## src/hdl/differential_drive_odometry_assert.svh

```systemverilog
// Assertion macros used by the odometry sequencer (ddo_ctrl).
`ifndef DIFFERENTIAL_DRIVE_ODOMETRY_ASSERT_SVH
`define DIFFERENTIAL_DRIVE_ODOMETRY_ASSERT_SVH

// Same-cycle implication, sampled on clk, off while arst_n is low.
`define DDO_ASSERT_NOW(label, pre, post, msg) \
	label: assert property (@(posedge clk) disable iff (!arst_n) (pre) |-> (post)) \
		else $error(msg);

// Next-cycle implication, sampled on clk, off while arst_n is low.
`define DDO_ASSERT_NEXT(label, pre, post, msg) \
	label: assert property (@(posedge clk) disable iff (!arst_n) (pre) |=> (post)) \
		else $error(msg);

`endif

```

## src/hdl/ddo_pkg.sv

```systemverilog
// Types, constants and helper functions of the odometry block.
package ddo_pkg;

	localparam int CORDIC_STEPS = 16;
	localparam int FRAC_BITS    = 16;

	localparam int DIST_W    = 33;               // |dL +/- dR|
	localparam int TWO_PI_W  = 29;
	localparam int TH_SHIFT  = 26;               // 2*pi is Q3.26
	localparam int MS_W      = 10;
	localparam int SCALED_W  = DIST_W + MS_W;    // distance * 1000
	localparam int DIV_W     = DIST_W + TH_SHIFT + 32;
	localparam int DVSR_W    = 32 + TWO_PI_W;
	localparam int CNT_W     = $clog2(DIV_W + 1);
	localparam int STEP_W    = $clog2(CORDIC_STEPS + 1);
	localparam int TRIG_W    = 34;
	localparam int ACC_W     = 38;
	localparam int POS_W     = 48;
	localparam int PROD_W    = 2 * TRIG_W;
	localparam int ROT_SHIFT = 31;

	localparam logic [TWO_PI_W-1:0] TWO_PI_Q26      = 29'd421657428;
	localparam logic [31:0]         CORDIC_GAIN_Q30 = 32'd652032874;
	localparam logic [31:0]         EIGHTH_TURN     = 32'h2000_0000;
	localparam logic [MS_W-1:0]     MS_PER_S        = 10'd1000;

	localparam logic [31:0] AXLE_RESET   = 32'd13107200;
	localparam logic [15:0] SLIP_RESET   = 16'd0;
	localparam logic [15:0] PERIOD_RESET = 16'd10;

	localparam logic [1:0] REG_AXLE   = 2'd0;
	localparam logic [1:0] REG_SLIP   = 2'd1;
	localparam logic [1:0] REG_PERIOD = 2'd2;

	// Division selects
	localparam logic [1:0] DIV_TH  = 2'd0;
	localparam logic [1:0] DIV_ANG = 2'd1;
	localparam logic [1:0] DIV_LIN = 2'd2;

	// Rotation products: bit 0 picks the slip distance
	localparam logic [1:0] PROD_SUM_COS  = 2'd0;
	localparam logic [1:0] PROD_ORTH_SIN = 2'd1;
	localparam logic [1:0] PROD_SUM_SIN  = 2'd2;
	localparam logic [1:0] PROD_ORTH_COS = 2'd3;

	typedef struct packed {
		logic signed [31:0] delta_left;
		logic signed [31:0] delta_right;
	} ddo_tick_t;

	typedef struct packed {
		logic signed [47:0] pos_x;
		logic signed [47:0] pos_y;
		logic        [31:0] heading;
		logic signed [31:0] linear_velocity;
		logic signed [31:0] angular_velocity;
	} ddo_pose_t;

	typedef enum logic [3:0] {
		OP_NONE,
		OP_LOAD,
		OP_PREP_TH,
		OP_PREP_ANG,
		OP_PREP_ORTH,
		OP_DIV_START,
		OP_DIV_SAVE,
		OP_CORDIC_START,
		OP_MUL_LO,
		OP_MUL_HI,
		OP_ACC,
		OP_COMMIT
	} ddo_op_e;

	typedef struct packed {
		ddo_op_e    op;
		logic [1:0] sel;
	} ddo_cmd_t;

	typedef struct packed {
		logic div_busy;
		logic cordic_busy;
	} ddo_stat_t;

	function automatic logic [31:0] atan_bam(input logic [4:0] k);
		logic [31:0] r;
		unique case (k)
			5'd0:  r = 32'h20000000;
			5'd1:  r = 32'h12E4051E;
			5'd2:  r = 32'h09FB385B;
			5'd3:  r = 32'h051111D4;
			5'd4:  r = 32'h028B0D43;
			5'd5:  r = 32'h0145D7E1;
			5'd6:  r = 32'h00A2F61E;
			5'd7:  r = 32'h00517C55;
			5'd8:  r = 32'h0028BE53;
			5'd9:  r = 32'h00145F2F;
			5'd10: r = 32'h000A2F98;
			5'd11: r = 32'h000517CC;
			5'd12: r = 32'h00028BE6;
			5'd13: r = 32'h000145F3;
			5'd14: r = 32'h0000A2FA;
			5'd15: r = 32'h0000517D;
			5'd16: r = 32'h000028BE;
			5'd17: r = 32'h0000145F;
			5'd18: r = 32'h00000A30;
			5'd19: r = 32'h00000518;
			5'd20: r = 32'h0000028C;
			5'd21: r = 32'h00000146;
			5'd22: r = 32'h000000A3;
			5'd23: r = 32'h00000051;
			5'd24: r = 32'h00000029;
			5'd25: r = 32'h00000014;
			5'd26: r = 32'h0000000A;
			5'd27: r = 32'h00000005;
			5'd28: r = 32'h00000003;
			5'd29: r = 32'h00000001;
			5'd30: r = 32'h00000001;
			5'd31: r = 32'h00000000;
		endcase
		return r;
	endfunction

	// Apply a sign to a magnitude and clamp to the 32-bit signed range.
	function automatic logic [31:0] sat_s32(input logic neg, input logic [DIV_W-1:0] mag);
		logic [31:0] r;
		if (neg) begin
			r = (mag >= DIV_W'(64'h8000_0000)) ? 32'h8000_0000 : 32'(0 - mag[31:0]);
		end else begin
			r = (mag >= DIV_W'(64'h7FFF_FFFF)) ? 32'h7FFF_FFFF : mag[31:0];
		end
		return r;
	endfunction

endpackage

```

## src/hdl/ddo_ctrl.sv

```systemverilog
// Odometry sequencer: walks one tick through the datapath and owns the handshakes.
`include "differential_drive_odometry_assert.svh"

module ddo_ctrl
	import ddo_pkg::*;
(
	input  logic      clk,
	input  logic      arst_n,
	input  logic      tick_valid,
	output logic      tick_ready,
	output logic      pose_valid,
	input  logic      pose_ready,
	output ddo_cmd_t  cmd,
	input  ddo_stat_t stat
);

	typedef enum logic [4:0] {
		S_IDLE,
		S_PREP_TH,
		S_PREP_ANG,
		S_PREP_ORTH,
		S_TH_GO,
		S_TH_RUN,
		S_ANG_GO,
		S_ANG_RUN,
		S_LIN_GO,
		S_LIN_RUN,
		S_ROT_GO,
		S_ROT_RUN,
		S_MUL_LO,
		S_MUL_HI,
		S_ACC,
		S_COMMIT
	} state_t;

	state_t     state_q;
	logic [1:0] prod_q;
	logic       pose_valid_q;
	logic       slot_free;

	assign slot_free  = !pose_valid_q || pose_ready;
	assign tick_ready = (state_q == S_IDLE);
	assign pose_valid = pose_valid_q;

	always_comb begin
		cmd.op  = OP_NONE;
		cmd.sel = DIV_TH;
		unique case (state_q)
			S_IDLE:      if (tick_valid) cmd.op = OP_LOAD;
			S_PREP_TH:   cmd.op = OP_PREP_TH;
			S_PREP_ANG:  cmd.op = OP_PREP_ANG;
			S_PREP_ORTH: cmd.op = OP_PREP_ORTH;
			S_TH_GO:     cmd.op = OP_DIV_START;
			S_TH_RUN:    if (!stat.div_busy) cmd.op = OP_DIV_SAVE;
			S_ANG_GO: begin
				cmd.op  = OP_DIV_START;
				cmd.sel = DIV_ANG;
			end
			S_ANG_RUN: begin
				cmd.sel = DIV_ANG;
				if (!stat.div_busy) cmd.op = OP_DIV_SAVE;
			end
			S_LIN_GO: begin
				cmd.op  = OP_DIV_START;
				cmd.sel = DIV_LIN;
			end
			S_LIN_RUN: begin
				cmd.sel = DIV_LIN;
				if (!stat.div_busy) cmd.op = OP_DIV_SAVE;
			end
			S_ROT_GO:    cmd.op = OP_CORDIC_START;
			S_ROT_RUN:   cmd.op = OP_NONE;
			S_MUL_LO: begin
				cmd.op  = OP_MUL_LO;
				cmd.sel = prod_q;
			end
			S_MUL_HI: begin
				cmd.op  = OP_MUL_HI;
				cmd.sel = prod_q;
			end
			S_ACC: begin
				cmd.op  = OP_ACC;
				cmd.sel = prod_q;
			end
			S_COMMIT:    if (slot_free) cmd.op = OP_COMMIT;
		endcase
	end

	always_ff @(posedge clk or negedge arst_n) begin
		if (!arst_n) begin
			state_q      <= S_IDLE;
			prod_q       <= '0;
			pose_valid_q <= 1'b0;
		end else begin
			// Raise on commit, hold until the word is taken
			pose_valid_q <= (state_q == S_COMMIT && slot_free) || (pose_valid_q && !pose_ready);
			unique case (state_q)
				S_IDLE:      if (tick_valid) state_q <= S_PREP_TH;
				S_PREP_TH:   state_q <= S_PREP_ANG;
				S_PREP_ANG:  state_q <= S_PREP_ORTH;
				S_PREP_ORTH: state_q <= S_TH_GO;
				S_TH_GO:     state_q <= S_TH_RUN;
				S_TH_RUN:    if (!stat.div_busy) state_q <= S_ANG_GO;
				S_ANG_GO:    state_q <= S_ANG_RUN;
				S_ANG_RUN:   if (!stat.div_busy) state_q <= S_LIN_GO;
				S_LIN_GO:    state_q <= S_LIN_RUN;
				S_LIN_RUN:   if (!stat.div_busy) state_q <= S_ROT_GO;
				S_ROT_GO:    state_q <= S_ROT_RUN;
				S_ROT_RUN: begin
					if (!stat.cordic_busy) begin
						state_q <= S_MUL_LO;
						prod_q  <= PROD_SUM_COS;
					end
				end
				S_MUL_LO:    state_q <= S_MUL_HI;
				S_MUL_HI:    state_q <= S_ACC;
				S_ACC: begin
					prod_q  <= prod_q + 1'b1;
					state_q <= (prod_q == PROD_ORTH_COS) ? S_COMMIT : S_MUL_LO;
				end
				S_COMMIT: begin
					if (slot_free) state_q <= S_IDLE;
				end
			endcase
		end
	end

	`DDO_ASSERT_NOW(a_commit_slot, cmd.op == OP_COMMIT, slot_free, "commit over an untaken pose word")
	`DDO_ASSERT_NEXT(a_load_busy, cmd.op == OP_LOAD, !tick_ready, "tick taken while a tick is in work")
	`DDO_ASSERT_NOW(a_div_start_idle, cmd.op == OP_DIV_START, !stat.div_busy, "divider restarted while busy")
	`DDO_ASSERT_NOW(a_rot_start_idle, cmd.op == OP_CORDIC_START, !stat.cordic_busy, "CORDIC restarted while busy")

endmodule
```

## config.mk

```make
export PLATFORM = sky130hd
export DESIGN_NAME = ddo_ctrl
export DESIGN_NICKNAME = d
export VERILOG_FILES = /design/src/hdl/ddo_pkg.sv /design/src/hdl/ddo_ctrl.sv
export VERILOG_INCLUDE_DIRS = /design/src /design/src/hdl
export SDC_FILE = /design/constraint.sdc
export NUM_CORES = 1
export LEC_CHECK = 0
export BUFFER_PORTS_ARGS = -buffer_cell sky130_fd_sc_hd__clkbuf_2
export CAP_MARGIN = 5
export CORE_AREA = 4 4 41 43
export DETAILED_ROUTE_END_ITERATION = 8
export DIE_AREA = 0 0 45 47
export PLACE_DENSITY = 0.67
export REMOVE_ABC_BUFFERS = 1
export SLEW_MARGIN = 10
export SYNTH_ARGS = -nofsm -noshare
export SYNTH_HDL_FRONTEND = slang
export SYNTH_SLANG_ARGS = --single-unit
```

## constraint.sdc

```tcl
create_clock -name clk -period 3.7 [get_ports clk]
set_input_delay 1.11 -clock clk [delete_from_list [all_inputs] [get_ports clk]]
set_output_delay 1.11 -clock clk [all_outputs]
set_load 0.005 [all_outputs]
```

==> reports/summary.txt <==
Post-CTS Hold Fix Bufs = 0
Footprint of the multi-input gates = 361.6 µm²
Setup violations, final = 0
H-tree depth = 1
CTS tree = built
Non-filler cells, final = 102
Layout cells sized above 1 = 21.84%
# clock sinks = 7
Worst setup SP type = input port
FMAX = 337.9 MHz
Max Slew Vio Count = 0
Routed len/inst = 11.91 µm
IO buf count = 13
Vias per inst = 5.608
DRT Pass-1 Iters = 4
Final HPWL DP = 882.5 µm
Max rail drop VDD = 0.5064 mV
I/O pin total = 14
Synth async-reset ratio = 100.0%
Worst setup path startpoint = stat[1]
Power Dens Cells = 923.8 nW/µm²
# fillers = 136
Worst Hold Class = flop to flop
Total Routed Length = 1215 µm
Via count = 572
CTS Buf Count = 3
Placer Congestion = 0.7605
Main flop type after synthesis = dfrtp_1
Placed cells = 98
# rows = 13
Sequential cell area fraction in the yosys report = 30.43%
Status = completed
Total die area = 2115 µm²
Final hold violation count = 0
Antenna violations before repair = 0
Cell count after synthesis = 76
Ys Warns = 0
Clock root cell = clkbuf_4
EDFF count, synth = 0
Reg area = 175.2 µm²
Gates resized, CTS repair = 0
CP peak stage delay = 180 ps
Max FO, Critical Path = 5
CP max stage cell = nand2b_1
Post-route ant nets = 0
First-pass GRT wire length = 2021 µm
WP data arrival = 1850 ps
Placed Instance Area = 628.1 µm²
Worst Setup End Kind = primary output
Worst-path cell chain = clkbuf_2 -> nand2b_1 -> o21a_1 -> o221ai_1 -> clkbuf_2
Minimum clock period = 2960 ps
Most used cell, CP = clkbuf_2
Diodes inserted = 0
Clock-pin slew on the worst setup and hold paths = 50 ps
Syn avg cell area = 7.573 µm²
Worst slew margin = 56.87%
Nets = 95
Least-Margin Pin Slew = 647.0 ps
TNS Setup = 0 ps
Tcrit/Tclk final = 79.99%
Die Y-Extent = 47 µm
Iteration-0 DRC Markers = 15
Mapped Area = 575.6 µm²
Die width = 45 µm
CTS max path bufs = 2
RR Startpoint = state_q[3]
Core ar. = 1301 µm²
Hold Startpoint = prod_q[1]
Setup Buffers After CTS = 0
Setup CP Type = input port to primary output
Vias in the first global route = 475
Synth unique cells = 33
Initial core utilization = 44.23%
Tot GR Track Use = 13.07%
Synth Register Bits = 7
Clk_skew = 2.707 ps
Largest net degree at the start of global routing = 24
Final instance area = 654.4 µm²
Area grow syn2layout = 13.70%
Worst endpoint required time = 2590 ps
Worst-Skew Late Latency = 240 ps
DRC Markers = 0
Leak = 0.2918 nW
Max cap viols = 0
Unrepaired setup endpoints after global routing = false
Gr ovfl total = 0
==> routing by layer <==
| metal | vias up | GRT usage, % | part of all wire [%] |
|---|---|---|---|
| li1 | 301 | - | - |
| met2 | 12 | 16.95 | 46 |
| met1 | 259 | 19.35 | 49 |
| met4 | 0 | 8.772 | 0 |
| met5 | - | 0 | 0 |
| met3 | 0 | 2.299 | 4.4 |
==> synthesized netlist by cell type, drive strengths merged (2+ instances only) <==
cell type  number  share of area, %
nor2            8               5.2
nor2b           3               3.3
nand4           2               2.2
dfrtp           7                30
nor3            2               1.7
nand2          10               7.0
buf             5               4.8
a31oi           4               4.3
nand2b          5               5.4
a21oi           4               3.5
inv             2               1.3
nor3b           2               2.6
o21ai           6               5.2
==> layout make-up <==
class	instances	area share, %
Clock buffer	4	4.015
Sequential cell	7	26.77
Inverter	2	1.147
Timing Repair Buffer	13	9.943
Tap cell	15	2.868
Multi-Input combinational cell	61	55.26
==> critical path: cells and delay by family <==
kind,cells,cell delay [ps]
AOI/OAI and AO/OA,2,300
buffers and inverters,2,260
and+or+nand+nor,1,180
==> cell families (layout without fill, tap and decap cells) <==
kind of cell / count (synthesis) / in the layout / synth area share, %
buffers and inverters: 8 / 19 / 6.738
AND/OR/NAND/NOR: 34 / 34 / 29.57
adder cells (fa/ha/maj): 1 / 1 / 2.174
XOR/XNOR: 1 / 1 / 1.522
flip-flops: 7 / 7 / 30.44
AO/OA/AOI/OAI: 25 / 25 / 29.57
==> path summary, 6_finish.rpt <==
path / endpoint / slack, ps / depth (start not counted)
max: cmd[4] / 740 / 5
min: prod_q[1] / 530 / 2
min reg2reg: prod_q[1] / 530 / 2
max in group asynchronous: pose_valid / 2860 / 1
max reg2reg: state_q[0] / 2120 / 3
min in group asynchronous: prod_q[1] / 690 / 1
==> sequential cells by signal, indices dropped and copies added (netlist names) <==
name        cells
pose_valid      1
prod_q          2
state_q         4
==> placed cells by master, fill, tap and decap left out, types with 2 or more instances in the layout <==
master    synthesis  routed
a21oi_1           4       4
a31oi_1           4       4
clkbuf_2          0      13
clkbuf_4          0       3
dfrtp_1           7       7
nand2_1           9       9
nand2b_1          5       5
nand4_1           2       2
nor2_1            8       8
nor2b_1           3       3
nor3_1            2       2
nor3b_1           2       2
o21ai_0           5       5
==> stage by stage <==
step / util [%] / hold WS [ps] / total power, W / setup WS (ps)
5_1_grt: 50.29 / 577.3 / 0.0006755 / 624.9
2_1_floorplan: - / 482.3 / 0.0004265 / 1018
3_3_place_gp: 48.27 / 511.6 / 0.0005412 / 752.9
6_report: 50.29 / 526.4 / 0.0006045 / 740.4
4_1_cts: 50.29 / 528.4 / 0.0006122 / 725.6
3_5_place_dp: 48.27 / 517.5 / 0.0005434 / 726.7
==> report_power, final <==
part           switching [W]   total, W  leakage, nW  internal (W)
registers           0.000109   0.000222       0.0846      0.000113
clock network      0.0000240  0.0000649       0.0150     0.0000409
logic               0.000155   0.000317        0.192      0.000162
Note: power is estimated with default switching activity, not from simulation.
